File: config.mk
export PLATFORM = sky130hd
export DESIGN_NAME = tfs_fifo
export DESIGN_NICKNAME = d
export VERILOG_FILES = /design/src/rtl/tfs_fifo.sv
export SDC_FILE = /design/constraint.sdc
export NUM_CORES = 1
export LEC_CHECK = 0
export CAP_MARGIN = 30
export CORE_MARGIN = 4
export CORE_UTILIZATION = 55
export DETAILED_ROUTE_END_ITERATION = 10
export DONT_BUFFER_PORTS = 1
export PLACE_DENSITY = 0.7
export SLEW_MARGIN = 10
export SYNTH_ARGS = -nofsm -noshare
export SYNTH_HDL_FRONTEND = slang
export SYNTH_SLANG_ARGS = --single-unit
File: constraint.sdc
create_clock -name i_clk -period 3.2 [get_ports i_clk]
set_clock_uncertainty 0.2 [all_clocks]
set_input_delay 0.16 -clock i_clk [delete_from_list [all_inputs] [get_ports i_clk]]
set_output_delay 0.16 -clock i_clk [all_outputs]
set_load 0.01 [all_outputs]
File: src/rtl/tfs_fifo.sv
// ----------------------------------------------------------------------------
// tfs_fifo: small register queue
// Push and pop in the same cycle are allowed; caller guards full and empty.
// ----------------------------------------------------------------------------
module tfs_fifo #(
    parameter int WIDTH = 8,
    parameter int DEPTH = 4
) (
    input  logic             i_clk,
    input  logic             i_rst_n,
    input  logic             i_push,
    input  logic [WIDTH-1:0] i_data,
    input  logic             i_pop,
    output logic [WIDTH-1:0] o_data,
    output logic             o_empty,
    output logic             o_full
);

    localparam int PTR_W = (DEPTH > 1) ? $clog2(DEPTH) : 1;
    localparam int CNT_W = $clog2(DEPTH + 1);

    logic [WIDTH-1:0] r_mem [DEPTH];
    logic [PTR_W-1:0] r_wr_ptr, n_wr_ptr;
    logic [PTR_W-1:0] r_rd_ptr, n_rd_ptr;
    logic [CNT_W-1:0] r_count, n_count;

    always_comb begin
        n_wr_ptr = r_wr_ptr;
        n_rd_ptr = r_rd_ptr;
        n_count  = r_count;
        if (i_push) begin
            n_wr_ptr = (r_wr_ptr == PTR_W'(DEPTH - 1)) ? '0 : r_wr_ptr + 1'b1;
        end
        if (i_pop) begin
            n_rd_ptr = (r_rd_ptr == PTR_W'(DEPTH - 1)) ? '0 : r_rd_ptr + 1'b1;
        end
        if (i_push && !i_pop) begin
            n_count = r_count + 1'b1;
        end else if (!i_push && i_pop) begin
            n_count = r_count - 1'b1;
        end
    end

    always_ff @(posedge i_clk) begin
        if (!i_rst_n) begin
            r_wr_ptr <= '0;
            r_rd_ptr <= '0;
            r_count  <= '0;
        end else begin
            r_wr_ptr <= n_wr_ptr;
            r_rd_ptr <= n_rd_ptr;
            r_count  <= n_count;
        end
    end

    always_ff @(posedge i_clk) begin
        if (i_push) begin
            r_mem[r_wr_ptr] <= i_data;
        end
    end

    assign o_data  = r_mem[r_rd_ptr];
    assign o_empty = (r_count == '0);
    assign o_full  = (r_count == CNT_W'(DEPTH));

endmodule

==> flow_summary.rst, run 1 <==
.. list-table::
   :header-rows: 1

   * - Metric
     - Value
   * - Via count normalized by instance count
     - 5.68
   * - Reg-to-reg endpoint
     - r_count[2]
   * - Total half-perimeter wirelength after legalization and detailed placement
     - 1560 um
   * - Delay of the slowest cell on the worst path
     - 0.69 ns
   * - Minimum period implied by the final worst setup slack
     - 2.01 ns
   * - Wire length of the first global-routing pass
     - 3970 um
   * - Count of antenna diodes in the layout
     - 0
   * - Average cell area after synthesis
     - 18.8 um2
   * - Worst hold path startpoint
     - i_push
   * - Static leakage
     - 0.000626 uW
   * - I/O Pins
     - 22
   * - Number of filler cells placed in the layout
     - 188
   * - Run status
     - completed
   * - CP bufs+invs
     - 0
   * - Gates resized, CTS repair
     - 0
   * - Total number of clock tree sinks
     - 41
   * - Largest cells by area after synthesis
     - edfxtp_1 59%, dfxtp_1 11%, mux4_2 11%
   * - Via count of the first global-routing pass
     - 828
   * - CP Data Arrival Time
     - 1.65 ns
   * - Setup slack after placement
     - 1.50 ns
   * - Final hold violation count
     - 0
   * - Cell Chain, Critical Path
     - mux4_2
   * - Count of vias placed by the detailed router
     - 761
   * - Layout Area Growth over Synthesis
     - 12.1%
   * - Sequential cell area fraction in the yosys report
     - 0.706
   * - Power density relative to cell area
     - 551 mW/mm2
   * - Worst-path maximum fanout
     - 8
   * - Post-synthesis cell count
     - 86
   * - DR WL/cell
     - 17.5 um
   * - Most used cells in the layout excluding fill and tap cells
     - 32 x edfxtp_1, 11 x dlygate4sd3_1, 9 x dfxtp_1
   * - Number of nets with antenna violations after detailed routing
     - 0
   * - Final Cycle Share
     - 0.629
   * - Share of the synthesized area in the top cell type
     - 0.595
   * - Router iterations before antenna repair
     - 4
   * - Setup-violating endpoint count in the final report
     - 0
   * - Root buffer cell
     - clkbuf_4
   * - Top cell family by delay on the critical path
     - flip-flops
   * - Kind of critical path
     - flop to output pin
   * - Max Cap Viol
     - 0
   * - Clock slew seen by the registers of the worst setup and hold paths
     - 0.11 ns
   * - Biggest area consumer among synthesized cells
     - edfxtp_1
   * - Worst Hold Path EP
     - r_count[2]
   * - Final setup slack of the worst path
     - 1.19 ns
   * - Max IR drop VDD
     - 0.444 mV
   * - Crit-path slowest cell
     - dfxtp_1
   * - FMAX
     - 497 MHz
   * - Number of cell rows
     - 19
   * - Worst path required time
     - 2.84 ns
   * - Kind of path behind the tightest hold check
     - input port to flop
   * - TritonCTS Buffers
     - 5
   * - Worst-Margin Slew
     - 0.561 ns
   * - H-tree depth
     - 2
   * - Detailed-route DRC error count
     - 0
   * - Sort of element at the start of the critical path
     - flop
   * - Register-to-register setup slack
     - 1.53 ns
   * - Maximum number of pins on one net before global-route repair
     - 14
   * - Number of synthesized register bits
     - 41
   * - Aggregate routed wire length
     - 2350 um
   * - Clock network latency to the later pin of the worst-skew pair
     - 0.34 ns
   * - Post-CTS Setup Inserts
     - 0
   * - Fraction of layout instances using a drive strength above 1
     - 0.146
   * - Startpoint of the lowest-slack register-to-register path
     - r_count[0]
   * - Combined global-route utilization of all metal layers
     - 0.139
   * - Core area
     - 0.00278 mm2
   * - Initial antenna violation count
     - 0
   * - Initial core utilization
     - 0.581
   * - Reg2Reg Depth
     - 4
   * - Number of port buffers
     - 0
   * - Count of cells along the worst hold path
     - 3
   * - Sum of overflow across all layers after global routing
     - 0
   * - Max Buffers Root-to-Sink
     - 2
   * - Endpoint kind of the worst setup timing path
     - output pin
   * - Number of distinct standard cells referenced by the synthesized netlist
     - 20
   * - Most common library cell in the layout ignoring fill and taps
     - edfxtp_1
   * - Total Nets Final
     - 121
   * - Clock tree from TritonCTS
     - yes
   * - Worst relative slew slack
     - 0.626
   * - Cell area after technology mapping
     - 0.00162 mm2
   * - Horizontal die dimension
     - 62.2 um
   * - Unrepaired setup endpoints after global routing
     - false
   * - DRC marker count from the first detailed-route iteration
     - 28
   * - Die outline area
     - 0.00387 mm2
   * - Post-Synthesis Net Count
     - 105
   * - Sum Neg Setup Slack
     - 0 ns
   * - Vertical die dimension
     - 62.2 um
   * - Number of synthesis warnings
     - 0
   * - Final slew viol count
     - 0
   * - Weighted congestion reported at the end of routability-driven placement
     - 0.689
==> where the power goes <==
| part | switching [uW] | internal, uW |
|---|---|---|
| combinational | 50.8 | 53.9 |
| sequential | 22.8 | 605 |
| clock | 158 | 108 |
==> stage by stage <==
step / std cells / instance area (um2) / hold WS, ns / util / power, uW
4_1_cts: 134 / 1810 / 0.0325 / 0.651 / 1010
5_1_grt: 134 / 1810 / 0.0199 / 0.651 / 1060
3_5_place_dp: 115 / 1640 / 0.0590 / 0.589 / 732
2_1_floorplan: 86 / 1620 / 0.0589 / - / 715
6_report: 134 / 1810 / 0.0434 / 0.651 / 998
3_3_place_gp: 115 / 1640 / 0.0590 / 0.589 / 728
==> logic make-up (layout without fill, tap and decap cells) <==
group | after synthesis | in the layout | synth area share
flops | 41 | 41 | 0.706
simple gates | 15 | 15 | 0.0558
mux | 12 | 12 | 0.136
fa+ha+maj | 7 | 7 | 0.0589
buf+inv | 6 | 23 | 0.0194
compound gates | 3 | 3 | 0.0124
xor+xnor | 2 | 2 | 0.0108
==> Yosys cell counts <==
cell type   n
clkbuf_2    1
buf_6       1
o21a_1      1
nor3b_1     1
mux2i_1     4
inv_1       4
edfxtp_1   32
mux4_2      8
nor2_1      1
xor2_1      1
fa_1        1
or3_1       1
ha_1        6
o21ai_0     1
nor2b_1     5
and2_1      5
xnor2_1     1
dfxtp_1     9
a21boi_1    1
nor3_1      2
==> registers in the layout (all words and copies together) (netlist names), named ones only <==
name	flops
r_mem	32
r_count	3
r_rd_ptr	2
r_wr_ptr	2
==> worst max-delay path by stage <==
stage,startpoint,end,slack (ns),cells past startpoint
after floorplan,i_pop,r_count[2],1.58,7
after global placement,i_pop,r_count[2],1.52,7
after CTS,flop,o_data[3],1.13,1
final,flop,o_data[3],1.19,1
after global routing,flop,o_data[7],1.04,1
after detailed placement,i_pop,r_count[2],1.50,7
==> layer usage <==
layer | track usage | share of wire | wire length (um) | up-vias
met5 | 0 | 0 | 0 | -
met4 | 0.0732 | 0.023 | 53 | 0
met3 | 0.0541 | 0.057 | 135 | 6
met2 | 0.228 | 0.51 | 1200 | 19
met1 | 0.154 | 0.41 | 956 | 379
li1 | - | - | - | 357
==> what timing repair did <==
action,in CTS,in global routing
endpoints found under the hold margin,41,0
hold buffers,11,0
setup endpoints to repair,0,0
==> cell type report <==
type                    instances  area, um2  share of cell area
clock buffers                   7       55.1              0.0304
well taps                      31       38.8              0.0214
flip-flops and latches         41       1140               0.630
clock inverters                 1       7.51             0.00415
inverters                       4       15.0             0.00829
multi-input cells              39        443               0.245
repair buffers                 11        110              0.0608
Note: power is estimated with default switching activity, not from simulation.
==> run 2, diff against run 1 <==
Settings changed: PLACE_DENSITY 0.7 to 0.73.
Clock period 3.2 ns to 1.75 ns, I/O delays scaled along.
==> flow_summary.rst, run 2 (synthesized netlist as in run 1, its figures left out) <==
.. list-table::
   :header-rows: 1

   * - Metric
     - Value
   * - Run status
     - completed
   * - Number of nets with antenna violations after detailed routing
     - 0
   * - Maximum number of pins on one net before global-route repair
     - 14
   * - Worst path required time
     - 1.46 ns
   * - Max IR drop VDD
     - 1.09 mV
   * - Root buffer cell
     - clkbuf_4
   * - I/O Pins
     - 22
   * - Switching Power
     - 443 uW
   * - Worst-path maximum fanout
     - 4
   * - Final Cycle Share
     - 0.964
   * - Via count of the first global-routing pass
     - 906
   * - Static leakage
     - 0.000714 uW
   * - Topmost layer with routed signal wires
     - met4
   * - Via count normalized by instance count
     - 5.53
   * - Core area
     - 0.00278 mm2
   * - Most used cells in the layout excluding fill and tap cells
     - 32 x edfxtp_1, 17 x dlygate4sd3_1, 8 x mux4_2
   * - Layout Area Growth over Synthesis
     - 22.0%
   * - Vertical die dimension
     - 62.2 um
   * - TritonCTS Buffers
     - 5
   * - Router iterations before antenna repair
     - 4
   * - Final setup slack of the worst path
     - 0.0629 ns
   * - Clock slew seen by the registers of the worst setup and hold paths
     - 0.11 ns
   * - Internal Dissipation
     - 1680 uW
   * - Count of vias placed by the detailed router
     - 813
   * - Number of cell rows
     - 19
   * - Met1 routed wirelength after detailed routing
     - 1130 um
   * - Sort of element at the start of the critical path
     - flop
   * - Endpoint kind of the worst setup timing path
     - output pin
   * - Combined global-route utilization of all metal layers
     - 0.158
   * - Part of the total power dissipated in the clock network
     - 0.343
   * - Final slew viol count
     - 0
   * - Largest registers
     - r_mem: 32 flops, r_count: 3 flops
   * - Max Cap Viol
     - 0
   * - Detailed-route DRC error count
     - 0
   * - Total number of clock tree sinks
     - 41
   * - Clock network latency to the later pin of the worst-skew pair
     - 0.34 ns
   * - Wire length of the first global-routing pass
     - 4620 um
   * - Cell Chain, Critical Path
     - buf_4 > mux4_2
   * - DRC marker count from the first detailed-route iteration
     - 25
   * - H-tree depth
     - 2
   * - Total half-perimeter wirelength after legalization and detailed placement
     - 1680 um
   * - Kind of critical path
     - flop to output pin
   * - Horizontal die dimension
     - 62.2 um
   * - Sum Neg Setup Slack
     - 0 ns
   * - Setup slack after placement
     - 0.0719 ns
   * - Die outline area
     - 0.00387 mm2
   * - Register ranked first by flip-flop count
     - r_mem
   * - Sum of overflow across all layers after global routing
     - 0
   * - Max Buffers Root-to-Sink
     - 2
   * - Setup-violating endpoint count in the final report
     - 0
   * - CP Data Arrival Time
     - 1.40 ns
   * - Clock tree from TritonCTS
     - yes
   * - Share of total power in combinational logic
     - 0.118
   * - Weighted congestion reported at the end of routability-driven placement
     - 0.637
   * - Power density relative to cell area
     - 1080 mW/mm2
   * - Final hold violation count
     - 0
   * - Most common library cell in the layout ignoring fill and taps
     - edfxtp_1
   * - Crit-path slowest cell
     - mux4_2
   * - DR WL/cell
     - 18.3 um
   * - Worst relative slew slack
     - 0.694
   * - Sum of internal, switching and leakage power
     - 2130 uW
   * - Initial antenna violation count
     - 0
   * - Proportion of total power due to net switching
     - 0.208
   * - Fraction of layout instances using a drive strength above 1
     - 0.233
   * - Unrepaired setup endpoints after global routing
     - false
   * - Met2 Wirelength
     - 1340 um
   * - Total Nets Final
     - 134
   * - FMAX
     - 593 MHz
   * - Number of port buffers
     - 0
   * - Worst-Margin Slew
     - 0.458 ns
   * - Sequential share of power
     - 0.539
   * - Kind of path behind the tightest hold check
     - input port to flop
   * - Count of antenna diodes in the layout
     - 0
   * - Number of flip-flops under the largest register name
     - 32
   * - Routed wire length on met3
     - 146 um
   * - Initial core utilization
     - 0.581
   * - Minimum period implied by the final worst setup slack
     - 1.69 ns
   * - Delay of the slowest cell on the worst path
     - 0.55 ns
   * - Aggregate routed wire length
     - 2680 um
-- run 2: area by class of cell --
type | count | area (um2)
inverter | 4 | 15.0
timing repair buffer | 24 | 223
clock buffer | 5 | 37.5
sequential | 41 | 1150
fill | 165 | 811
multi-input combinational | 39 | 443
clock inverter | 3 | 65.1
tap | 31 | 38.8
-- run 2: what timing repair did --
| action | 4_1_cts | 5_1_grt |
|---|---|---|
| hold endpoints to repair | 65 | 0 |
| endpoints found under the setup margin | 6 | 8 |
| pin swaps | 0 | 1 |
| hold buffers | 17 | 0 |
| resized for setup | 2 | 3 |
| setup buffers | 0 | 2 |
-- run 2: through the flow --
| step | hold slack, ns | cells | area (um2) | util |
|---|---|---|---|---|
| 5_1_grt | 0.0161 | 147 | 1970 | 0.709 |
| 3_5_place_dp | -0.0135 | 120 | 1680 | 0.602 |
| 2_1_floorplan | -0.0136 | 86 | 1620 | - |
| 3_3_place_gp | -0.0135 | 120 | 1680 | 0.602 |
| 6_report | 0.0108 | 147 | 1970 | 0.709 |
| 4_1_cts | 0.0126 | 145 | 1950 | 0.702 |
-- run 2: metal layers --
layer  up-vias  track usage
met3         8       0.0486
met2        23        0.251
met5         -            0
met1       399        0.188
met4         0       0.0894
li1        383            -
-- run 2: power by group through the flow --
stage / clock network [uW] / registers [uW] / logic, uW
floorplan: 0 / 1150 / 156
CTS: 746 / 1150 / 241
detailed placement: 0 / 1170 / 187
global route: 793 / 1150 / 274
finish: 731 / 1150 / 250
global placement: 0 / 1160 / 179
-- run 2: worst paths after layout --
path                            slack (ns)          end  cells past startpoint  startpoint
worst max-delay path                  0.06    o_data[4]                      2        flop
worst min-delay path                  0.01  r_mem[1][1]                      1      i_push
worst max register to register        0.10   r_count[2]                      4  r_count[0]
worst min register to register        0.37   r_count[2]                      2  r_count[2]
-- run 2: worst max-delay path: cells and delay by family (launching register included) --
kind | cells | cell delay [ns]
flops | 1 | 0.38
buf+inv | 1 | 0.14
mux | 1 | 0.55
