--- config.mk ---
export PLATFORM = sky130hd
export DESIGN_NAME = tfs_front
export DESIGN_NICKNAME = d
export VERILOG_FILES = /design/src/rtl/tfs_pkg.sv /design/src/rtl/tfs_front.sv
export SDC_FILE = /design/constraint.sdc
export NUM_CORES = 1
export LEC_CHECK = 0
export ABC_AREA = 1
export BUFFER_PORTS_ARGS = -buffer_cell sky130_fd_sc_hd__buf_2
export CORE_AREA = 4 4 87 89
export DETAILED_ROUTE_END_ITERATION = 8
export DIE_AREA = 0 0 91 93
export GPL_ROUTABILITY_DRIVEN = 1
export PLACE_DENSITY = 0.59
export SYNTH_ARGS = -nofsm -noshare
export SYNTH_HDL_FRONTEND = slang
export SYNTH_SLANG_ARGS = --single-unit
--- constraint.sdc ---
create_clock -name vclk -period 1.4
set_clock_uncertainty 0.2 [all_clocks]
set_input_delay 0 -clock vclk [all_inputs]
set_output_delay 0 -clock vclk [all_outputs]
set_load 0.05 [all_outputs]
--- src/rtl/tfs_pkg.sv ---
// ----------------------------------------------------------------------------
// tfs_pkg: shared types and constants for the textured fragment shader
// Block codes, texture slots, light direction and the command word that
// travels from the front end through the queue to the shading pipeline.
// ----------------------------------------------------------------------------
package tfs_pkg;

    localparam int TEX_SIDE_DEF = 16;
    localparam int TEX_COUNT    = 7;
    localparam int CMD_DEPTH    = 4;
    localparam int OUT_DEPTH    = 8;

    // request kinds
    localparam logic REQ_LOAD  = 1'b0;
    localparam logic REQ_SHADE = 1'b1;

    // texture slots
    localparam logic [2:0] SLOT_DIRT       = 3'd0;
    localparam logic [2:0] SLOT_STONE      = 3'd1;
    localparam logic [2:0] SLOT_GRASS_SIDE = 3'd2;
    localparam logic [2:0] SLOT_GRASS_TOP  = 3'd3;
    localparam logic [2:0] SLOT_LEAVES     = 3'd4;
    localparam logic [2:0] SLOT_LOG        = 3'd5;
    localparam logic [2:0] SLOT_LOG_TOP    = 3'd6;

    // block codes
    localparam logic [7:0] BLK_STONE  = 8'd1;
    localparam logic [7:0] BLK_DIRT   = 8'd2;
    localparam logic [7:0] BLK_GRASS  = 8'd3;
    localparam logic [7:0] BLK_LOG    = 8'd4;
    localparam logic [7:0] BLK_LEAVES = 8'd5;

    // faces that see the top or bottom texture
    localparam logic [2:0] FACE_NEG_Y = 3'd2;
    localparam logic [2:0] FACE_POS_Y = 3'd3;

    // light direction (1, 2.5, -1.5) normalized, Q.14
    localparam logic signed [15:0] LIGHT_X = 16'sd5316;
    localparam logic signed [15:0] LIGHT_Y = 16'sd13289;
    localparam logic signed [15:0] LIGHT_Z = -16'sd7974;

    localparam logic [13:0] SOFT_WEIGHT = 14'd9830;   // 0.15 in Q.16
    localparam logic [16:0] AMBIENT_Q16 = 17'd16384;  // 0.25
    localparam logic [16:0] ONE_Q16     = 17'd65536;
    localparam logic [7:0]  OPAQUE      = 8'd255;

    // magenta for unknown blocks
    localparam logic [7:0] MAG_RED   = 8'd255;
    localparam logic [7:0] MAG_GREEN = 8'd0;
    localparam logic [7:0] MAG_BLUE  = 8'd255;

    typedef struct packed {
        logic               is_shade;
        logic               wr_en;
        logic               known;
        logic [31:0]        texel;
        logic signed [15:0] nx;
        logic signed [15:0] ny;
        logic signed [15:0] nz;
    } t_cmd;

endpackage

--- src/rtl/tfs_front.sv ---
// ----------------------------------------------------------------------------
// tfs_front: request classification
// Decodes loads and shades, picks the texture, wraps the coordinates and
// forms the texel store address for the command queue.
// ----------------------------------------------------------------------------
module tfs_front #(
    parameter int TEX_SIDE = tfs_pkg::TEX_SIDE_DEF
) (
    input  logic                  i_valid,
    output logic                  o_ready,
    input  logic                  i_req_type,
    input  logic [2:0]            i_tex_slot,
    input  logic [7:0]            i_texel_index,
    input  logic [31:0]           i_texel_value,
    input  logic [7:0]            i_block_code,
    input  logic [2:0]            i_face,
    input  logic signed [15:0]    i_tex_u,
    input  logic signed [15:0]    i_tex_v,
    input  logic signed [15:0]    i_normal_x,
    input  logic signed [15:0]    i_normal_y,
    input  logic signed [15:0]    i_normal_z,
    input  logic                  i_q_full,
    output logic                  o_push,
    output tfs_pkg::t_cmd         o_cmd,
    output logic [$clog2(tfs_pkg::TEX_COUNT * TEX_SIDE * TEX_SIDE)-1:0] o_addr
);

    localparam int TEXELS = TEX_SIDE * TEX_SIDE;
    localparam int ADDR_W = $clog2(tfs_pkg::TEX_COUNT * TEXELS);
    localparam int SIDE_W = $clog2(TEX_SIDE);
    localparam int MUL_W  = SIDE_W + 10;

    logic [2:0]        w_slot;
    logic              w_known;
    logic [MUL_W-1:0]  w_col_prod;
    logic [MUL_W-1:0]  w_row_prod;
    logic [SIDE_W-1:0] w_col;
    logic [SIDE_W:0]   w_row_full;
    logic [SIDE_W-1:0] w_row;
    logic [ADDR_W-1:0] w_load_addr;
    logic [ADDR_W-1:0] w_shade_addr;

    always_comb begin
        w_slot  = tfs_pkg::SLOT_DIRT;
        w_known = 1'b1;
        case (i_block_code)
            tfs_pkg::BLK_STONE:  w_slot = tfs_pkg::SLOT_STONE;
            tfs_pkg::BLK_DIRT:   w_slot = tfs_pkg::SLOT_DIRT;
            tfs_pkg::BLK_GRASS: begin
                if (i_face == tfs_pkg::FACE_NEG_Y) begin
                    w_slot = tfs_pkg::SLOT_DIRT;
                end else if (i_face == tfs_pkg::FACE_POS_Y) begin
                    w_slot = tfs_pkg::SLOT_GRASS_TOP;
                end else begin
                    w_slot = tfs_pkg::SLOT_GRASS_SIDE;
                end
            end
            tfs_pkg::BLK_LOG: begin
                if (i_face inside {tfs_pkg::FACE_NEG_Y, tfs_pkg::FACE_POS_Y}) begin
                    w_slot = tfs_pkg::SLOT_LOG_TOP;
                end else begin
                    w_slot = tfs_pkg::SLOT_LOG;
                end
            end
            tfs_pkg::BLK_LEAVES: w_slot = tfs_pkg::SLOT_LEAVES;
            default:             w_known = 1'b0;
        endcase
    end

    // fractional part of the coordinate, v flipped
    assign w_col_prod = MUL_W'(i_tex_u[7:0]) * MUL_W'(TEX_SIDE);
    assign w_row_prod = MUL_W'(9'd256 - {1'b0, i_tex_v[7:0]}) * MUL_W'(TEX_SIDE);
    assign w_col      = w_col_prod[SIDE_W+7:8];
    assign w_row_full = w_row_prod[SIDE_W+8:8];
    // zero v fraction lands one past the last row and wraps to the first
    assign w_row      = (w_row_full >= (SIDE_W + 1)'(TEX_SIDE)) ? '0 : w_row_full[SIDE_W-1:0];

    assign w_load_addr  = ADDR_W'(i_tex_slot) * ADDR_W'(TEXELS) + ADDR_W'(i_texel_index);
    assign w_shade_addr = ADDR_W'(w_slot) * ADDR_W'(TEXELS)
                        + ADDR_W'(w_row) * ADDR_W'(TEX_SIDE) + ADDR_W'(w_col);

    assign o_ready = !i_q_full;
    assign o_push  = i_valid && !i_q_full;

    always_comb begin
        o_cmd.is_shade = (i_req_type == tfs_pkg::REQ_SHADE);
        o_cmd.wr_en    = (i_req_type == tfs_pkg::REQ_LOAD)
                      && (i_tex_slot < 3'(tfs_pkg::TEX_COUNT))
                      && (32'(i_texel_index) < 32'(TEXELS));
        o_cmd.known    = w_known;
        o_cmd.texel    = i_texel_value;
        o_cmd.nx       = i_normal_x;
        o_cmd.ny       = i_normal_y;
        o_cmd.nz       = i_normal_z;
    end

    assign o_addr = (i_req_type == tfs_pkg::REQ_SHADE) ? w_shade_addr : w_load_addr;

endmodule

==> metrics, run 1 <==
pre-CTS setup slack=0.286 ns; crit path DAT=0.90 ns; Overflow after GRT=0; Yosys top cell area share=58.2%; YS warnings=0; hold crit path type=input port to output port; DP Cell Count=225; Die Wd=91 um; clock network fraction of design power=0%; Core Box Area=6760 sq um; Leak=0.843 nW; Post-layout nets=364; Reg area=0 sq um; register area share after synthesis=0%; die area=8460 sq um; GP Congestion=0.681; final hold viol count=0; seq_cells=0; final setup margin=0.297 ns; FP Rows=30; IO Port Bufs=53; PwrDens=577 nW/um^2; first-pass GRT wire length=5310 um; Post-synth top cells=buf_4 (82), nand2_1 (41), inv_1 (14); DR vias/cell=3.76; Crit Path Category=input port to output port; layout cell share with drive strength beyond 1=29.8%; RSZ-0062 raised after global routing=false; initial antenna violation count=0; sw power=0.682 mW; post-synth top area cell=buf_4; GRT Util Overall=7.40%; Internal Power=0.240 mW; Switching Share=74.0%; Max Cap Viol=0; Slew HR=65.1%; DR DRC count=0; Mapped Nets=312; main area contributors after synthesis=buf_4 (58%), nand2_1 (15%), nand3_1 (5.7%); number of buffers added for setup after CTS=0; post-detail-place hpwl=2320 um; Avg Inst Size Synth=6.05 sq um; DR WL/cell=12.8 um; startpoint types=input port; # clk buffers=0; antenna cells=0; Max VDD drop=151 uV; post-layout minimum cycle time=1.10 ns; IO Count=233; Starting DRT DRC Count=17; Fin Setup TNS=0 ns; Setup violations, final=0; DR pass1 iterations=4; initial core utilization=15.7%; endpoint class of the critical path=output port; area delta synth->final=51.2%; Combinational Power Share=100.0%; most frequent cell after synthesis=buf_4; vias in the first global route=1165; Resized cells post-CTS=0; status=finished clean; largest net degree at the start of global routing=14; Vias=1148; Max Freq=0.906 GHz; sequential share of power=0%; routed wire length=3900 um; Cells after Synth=175; period utilisation layout=78.8%; Slew @ Worst Pin=0.522 ns; Die Y=93 um; Netlist cell types=18; WP data required=1.20 ns; Pins Over Slew Limit=0; Cell Area, Synth=1060 sq um; final non-filler cell total=305; Critical Path Fanout Max=3; post-route antenna net violation count=0
==> cells in the final DEF, fill, tap and decap left out, types with 2 or more instances in the layout <==
master and instances:
nand4_1 2, nor2_1 7, dlygate4sd3_1 80, nor2_4 2, inv_1 14, inv_2 5
nand2_1 41, nand3_1 12, buf_2 53
==> area by class of cell <==
cell class         count  area (sq um)
well taps             80           100
repair buffers       134          1070
multi-input cells     72           355
fillers              738          5160
inverters             19          71.3
==> power by group through the flow <==
stage	Clock (mW)	Combinational, mW	Sequential, mW
after floorplan	0	0.807	0
after global placement	0	0.293	0
after detailed placement	0	0.296	0
after CTS	0	0.929	0
after global routing	0	0.962	0
final	0	0.923	0
==> path summary, 6_finish.rpt <==
kind	end	cells after the start	from	slack [ns]
setup / recovery	o_addr[8]	9	i_block_code[2]	0.30
hold / removal	o_ready	3	i_q_full	0.12
==> metal layers <==
layer | share of wire [%] | global-route usage [%] | vias to the layer above
li1 | - | - | 543
met1 | 32 | 7.27 | 486
met2 | 56 | 16.2 | 119
met3 | 12 | 1.77 | 0
met4 | 0 | 0 | 0
met5 | 0 | 0 | -
==> timing repair <==
item                       CTS  global route
hold endpoints to repair    80             0
setup endpoints to repair    0             0
hold buffers                80             0
==> kinds of logic after synthesis <==
group | count (synthesis) | share of synthesized area (%)
and+or+nand+nor | 69 | 31.1
xor gates and xnor gates | 1 | 0.828
buffers and inverters | 103 | 66.4
AOI/OAI and AO/OA | 2 | 1.65
==> critical path, cell delays in order <==
cell	delay, ns
buf_2	0.11
inv_1	0.05
nand2_1	0.06
nor2_1	0.14
nand3_1	0.09
nand3_1	0.08
nand2_1	0.05
nand2_1	0.05
buf_2	0.26
==> per-stage QoR <==
stage / area (sq um) / hold WS, ns / total power, mW / util (%)
floorplan: 1060 / -0.0329 / 0.807 / -
global placement: 800 / -0.200 / 0.293 / 11.8
detailed placement: 800 / -0.200 / 0.296 / 11.8
CTS: 1600 / 0.122 / 0.929 / 23.7
global route: 1600 / 0.132 / 0.962 / 23.7
finish: 1600 / 0.118 / 0.923 / 23.7
(Power assumes the default switching activity.)
==> run 2, diff against run 1 <==
Settings changed: CORE_AREA 4 4 87 89 to 4 4 88 90, DIE_AREA 0 0 91 93 to 0 0 92 94, PLACE_DENSITY 0.59 to 0.6.
Clock period 1.4 ns to 0.9 ns, I/O delays scaled along.
==> run 2 against run 1 <==
  * The run now ends with negative hold slack, negative setup slack left
  * Largest cell class unchanged
  * Critical path depth shrank 8
  * First-iteration DRC count grew 12%
  * Wire length shrank 21%
  * Sequential cell count is the same
  * Non-clock buffer count shrank 50
==> metrics, run 2 (synthesized netlist as in run 1, its figures left out) <==
sw power=0.592 mW; delay-heaviest family, CP=buffers and inverters; overall power=0.908 mW; worst hold slack=-0.200 ns; vias in the first global route=823; initial antenna violation count=0; Die Wd=92 um; pre-CTS setup slack=-0.250 ns; Switching Share=65.2%; Pins Over Slew Limit=0; Fin Setup TNS=-4.28 ns; RSZ-0062 raised after global routing=true; Slew HR=65.7%; violated checks=negative hold slack, negative setup slack; Combinational Power Share=100.0%; commonest non-fill, non-tap cell in the layout=nand2_1; clock network fraction of design power=0%; DR DRC count=0; IO Count=233; Crit Path Category=input port to output port; global routing's busiest layer=met2; WP data required=0.70 ns; die area=8650 sq um; DR vias/cell=3.49; Max VDD drop=252 uV; routed wire length=3080 um; endpoint class of the critical path=output port; startpoint types=input port; FP Rows=31; Max Cap Viol=0; grt met3 use=1.52%; placed inst area=872 sq um; status=finished with violations; Slew @ Worst Pin=0.514 ns; hold crit path type=input port to output port; CP Cell Sequence=dlygate4sd3_1; commonest cells after routing, fill and taps aside=nand2_1 (31), buf_2 (30), dlygate4sd3_1 (25); final hold viol count=55; initial core utilization=15.0%; Max Freq=0.942 GHz; final setup margin=-0.161 ns; Vias=956; # fillers=805; PwrDens=661 nW/um^2; Critical Path Fanout Max=1; Hold Crit Depth=0; sequential share of power=0%; Setup violations, final=33; CP bufs+invs=1; Die Y=94 um; crit path DAT=0.86 ns; Reg area=0 sq um; period utilisation layout=118%; first-pass GRT wire length=3690 um; Leak=0.696 nW; fin util=19.5%; GRT Util Overall=5.22%; CP max stage delay=0.86 ns; seq_cells=0; Internal Power=0.316 mW; antenna cells=0; post-layout minimum cycle time=1.06 ns; largest net degree at the start of global routing=11; Overflow after GRT=0; DP Cell Count=248; GR Layer Usage met1=4.84%; layout cell share with drive strength beyond 1=54.9%; met2 usage=9.31%; CP max stage cell=dlygate4sd3_1; post-detail-place hpwl=2050 um; GP Congestion=0.705; # clk buffers=0; post-route antenna net violation count=0; final non-filler cell total=274; DR pass1 iterations=2; area delta synth->final=29.8%; Starting DRT DRC Count=19; Stages on worst setup path=1; Post-layout nets=314; post-route cell area=1370 sq um; IO Port Bufs=53; DR WL/cell=11.2 um; Core Box Area=7060 sq um
[run 2: final timing paths]
path / startpoint / endpoint / slack, ns
max: i_texel_value[23] / o_cmd[71] / -0.16
min: i_normal_z[12] / o_cmd[12] / -0.20
[run 2: power by group through the flow]
stage	Clock (mW)	Combinational, mW	Sequential, mW
2_1_floorplan	0	1.26	0
3_3_place_gp	0	0.473	0
4_1_cts	0	0.572	0
6_report	0	0.908	0
3_5_place_dp	0	0.477	0
5_1_grt	0	0.955	0
[run 2: cell type report]
class,instances,area (sq um),share of cell area (%)
multi-input cells,72,450,32.8
repair buffers,84,708,51.5
inverters,19,91.3,6.65
well taps,99,124,9.02
[run 2: per-layer routing]
metal | vias up | routed length [um]
li1 | 447 | -
met1 | 400 | 899
met2 | 75 | 1560
met3 | 34 | 382
met4 | 0 | 239
met5 | - | 0
[run 2: repair_timing]
| item | in CTS | in global routing |
|---|---|---|
| setup buffers | 0 | 1 |
| resized for setup | 53 | 17 |
| pin swaps | 11 | 12 |
| hold endpoints to repair | 80 | 80 |
| endpoints found under the setup margin | 13 | 12 |
| gates cloned | 0 | 0 |
==> run 3, diff against run 2 <==
Settings changed: ABC_AREA 1 to unset, CORE_AREA 4 4 88 90 to 4 4 89 91, DIE_AREA 0 0 92 94 to 0 0 93 95, PLACE_DENSITY 0.6 to 0.56.
Clock period 0.9 ns to 1 ns, I/O delays scaled along.
==> run 3 against run 2 <==
  * The flow finishes with violations (negative setup slack)
  * Sequential share of layout area did not move
  * Setup slack got worse by 0.46 ns
  * Global-route usage up 2.0 points
  * Critical path depth increased by 5
  * Count of clock-buffer cells in the layout stayed put
  * Design area up 54%
  * Worst hold slack improved by 0.33 ns
  * Sequential cell count unchanged
  * Wire length up 37%
==> metrics, run 3 <==
status=finished with violations; violated checks=negative setup slack; GRT Util Overall=7.23%; Cell Area, Synth=940 sq um; Hold Crit Depth=3; initial antenna violation count=0; Post-layout nets=330; Mapped Nets=263; DR pass1 iterations=4; Post-synth top cells=buf_4 (82), mux2_2 (7), inv_1 (5); Cells after Synth=126; YS warnings=0; seq_cells=0; hold endpoint=o_ready; vias in the first global route=1096; final hold viol count=0; Slew HR=64.8%; Max Cap Viol=0; post-layout minimum cycle time=1.62 ns; commonest cells after routing, fill and taps aside=dlymetal6s4s_1 (80), buf_2 (38), buf_4 (14); PwrDens=706 nW/um^2; Leak=1.54 nW; most frequent cell after synthesis=buf_4; GP Congestion=0.637; overall power=1.49 mW; Reg area=0 sq um; startpoint types=input port; Overflow after GRT=0; Critical Path Fanout Max=2; crit path DAT=1.42 ns; area delta synth->final=125%; Fin Setup TNS=-3.92 ns; Multi-input gate area=420 sq um; Yosys top cell area share=65.5%; IO Count=233; Setup violations, final=8; final setup margin=-0.619 ns; routed wire length=4220 um; WP data required=0.80 ns; initial core utilization=13.2%; Max VDD drop=263 uV; Avg Inst Size Synth=7.46 sq um; # clk buffers=0; die area=8840 sq um; endpoint class of the critical path=output port; antenna cells=0; Starting DRT DRC Count=5; IO Port Bufs=53; Vias=1042; Die Y=95 um; Netlist cell types=23; DR WL/cell=14.5 um; RSZ-0062 raised after global routing=true; post-detail-place hpwl=2340 um; Slew @ Worst Pin=0.530 ns; DR DRC count=0; post-synth top area cell=buf_4; first-pass GRT wire length=5200 um; main area contributors after synthesis=buf_4 (66%), mux2_2 (8.4%), nor4_4 (2.3%); Crit Path Category=input port to output port; DR vias/cell=3.59; FP Rows=31; period utilisation layout=162%; hold crit path type=input port to output port; commonest non-fill, non-tap cell in the layout=dlymetal6s4s_1; worst hold slack=0.128 ns; # fillers=752; fin util=29.6%; register area share after synthesis=0%; Core Box Area=7140 sq um; post-route antenna net violation count=0; HP Start=i_q_full; layout cell share with drive strength beyond 1=46.6%; post-route cell area=2110 sq um; Max Freq=0.618 GHz; placed inst area=927 sq um; Die Wd=93 um; Pins Over Slew Limit=0; largest net degree at the start of global routing=12
==> run 3: changes by cell type after synthesis, sizes merged, moves of 3 or more <==
cell / delta
a31oi: +3
inv: -14
mux2: +8
nand2: -40
nand3: -13
nor2: -8
nor4: +3
==> run 3: logic make-up after synthesis <==
| kind of cell | share of synthesized area [%] |
|---|---|
| simple gates | 11.9 |
| xor+xnor | 1.86 |
| compound gates | 7.99 |
| buf+inv | 68.3 |
| mux | 9.99 |
==> run 3: timing repair <==
item                       in CTS  in global routing
setup endpoints to repair      12                 92
setup buffers                   7                  1
pin swaps                       3                  1
hold endpoints to repair       80                  0
gates cloned                    0                  1
resized for setup              22                 96
hold buffers                   80                  0
==> run 3: per-stage QoR <==
stage          instances  worst slack [ns]
2_1_floorplan        126            -0.414
3_3_place_gp         205            -0.659
3_5_place_dp         205            -0.667
4_1_cts              291            -0.600
5_1_grt              290            -0.679
6_report             290            -0.619
==> run 3: area by class of cell <==
cell class | instances | share of cell area (%)
repair buffers | 149 | 73.3
multi-input cells | 37 | 19.9
well taps | 99 | 5.87
inverters | 5 | 0.889
==> run 3: how the worst max path moves through the flow <==
stage                          startpoint         to  slack [ns]  depth (start not counted)
after global routing           i_tex_v[3]  o_addr[7]       -0.68                          6
after CTS                      i_tex_v[3]  o_addr[7]       -0.60                          6
after floorplan           i_block_code[3]  o_addr[8]       -0.41                          4
after global placement         i_tex_v[3]  o_addr[7]       -0.66                          6
final                     i_block_code[3]  o_addr[8]       -0.62                          6
after detailed placement       i_tex_v[3]  o_addr[7]       -0.67                          6
==> run 3: report_power, final <==
part	internal (mW)	switching, mW	leakage, nW
sequential	0	0	0
clock	0	0	0
combinational	0.522	0.968	1.54
==> run 3: critical path: stages <==
cell and delay [ns]:
buf_8 0.10, nor4_4 0.29, nand2_1 0.13, or4b_4 0.59
o22ai_4 0.15, buf_12 0.16
==> run 3: layer usage <==
metal	part of all wire, %	up-vias	GRT usage (%)
li1	-	461	-
met1	27	448	6.77
met2	57	131	16.0
met3	16	2	1.99
met4	0.071	0	0
met5	0	-	0
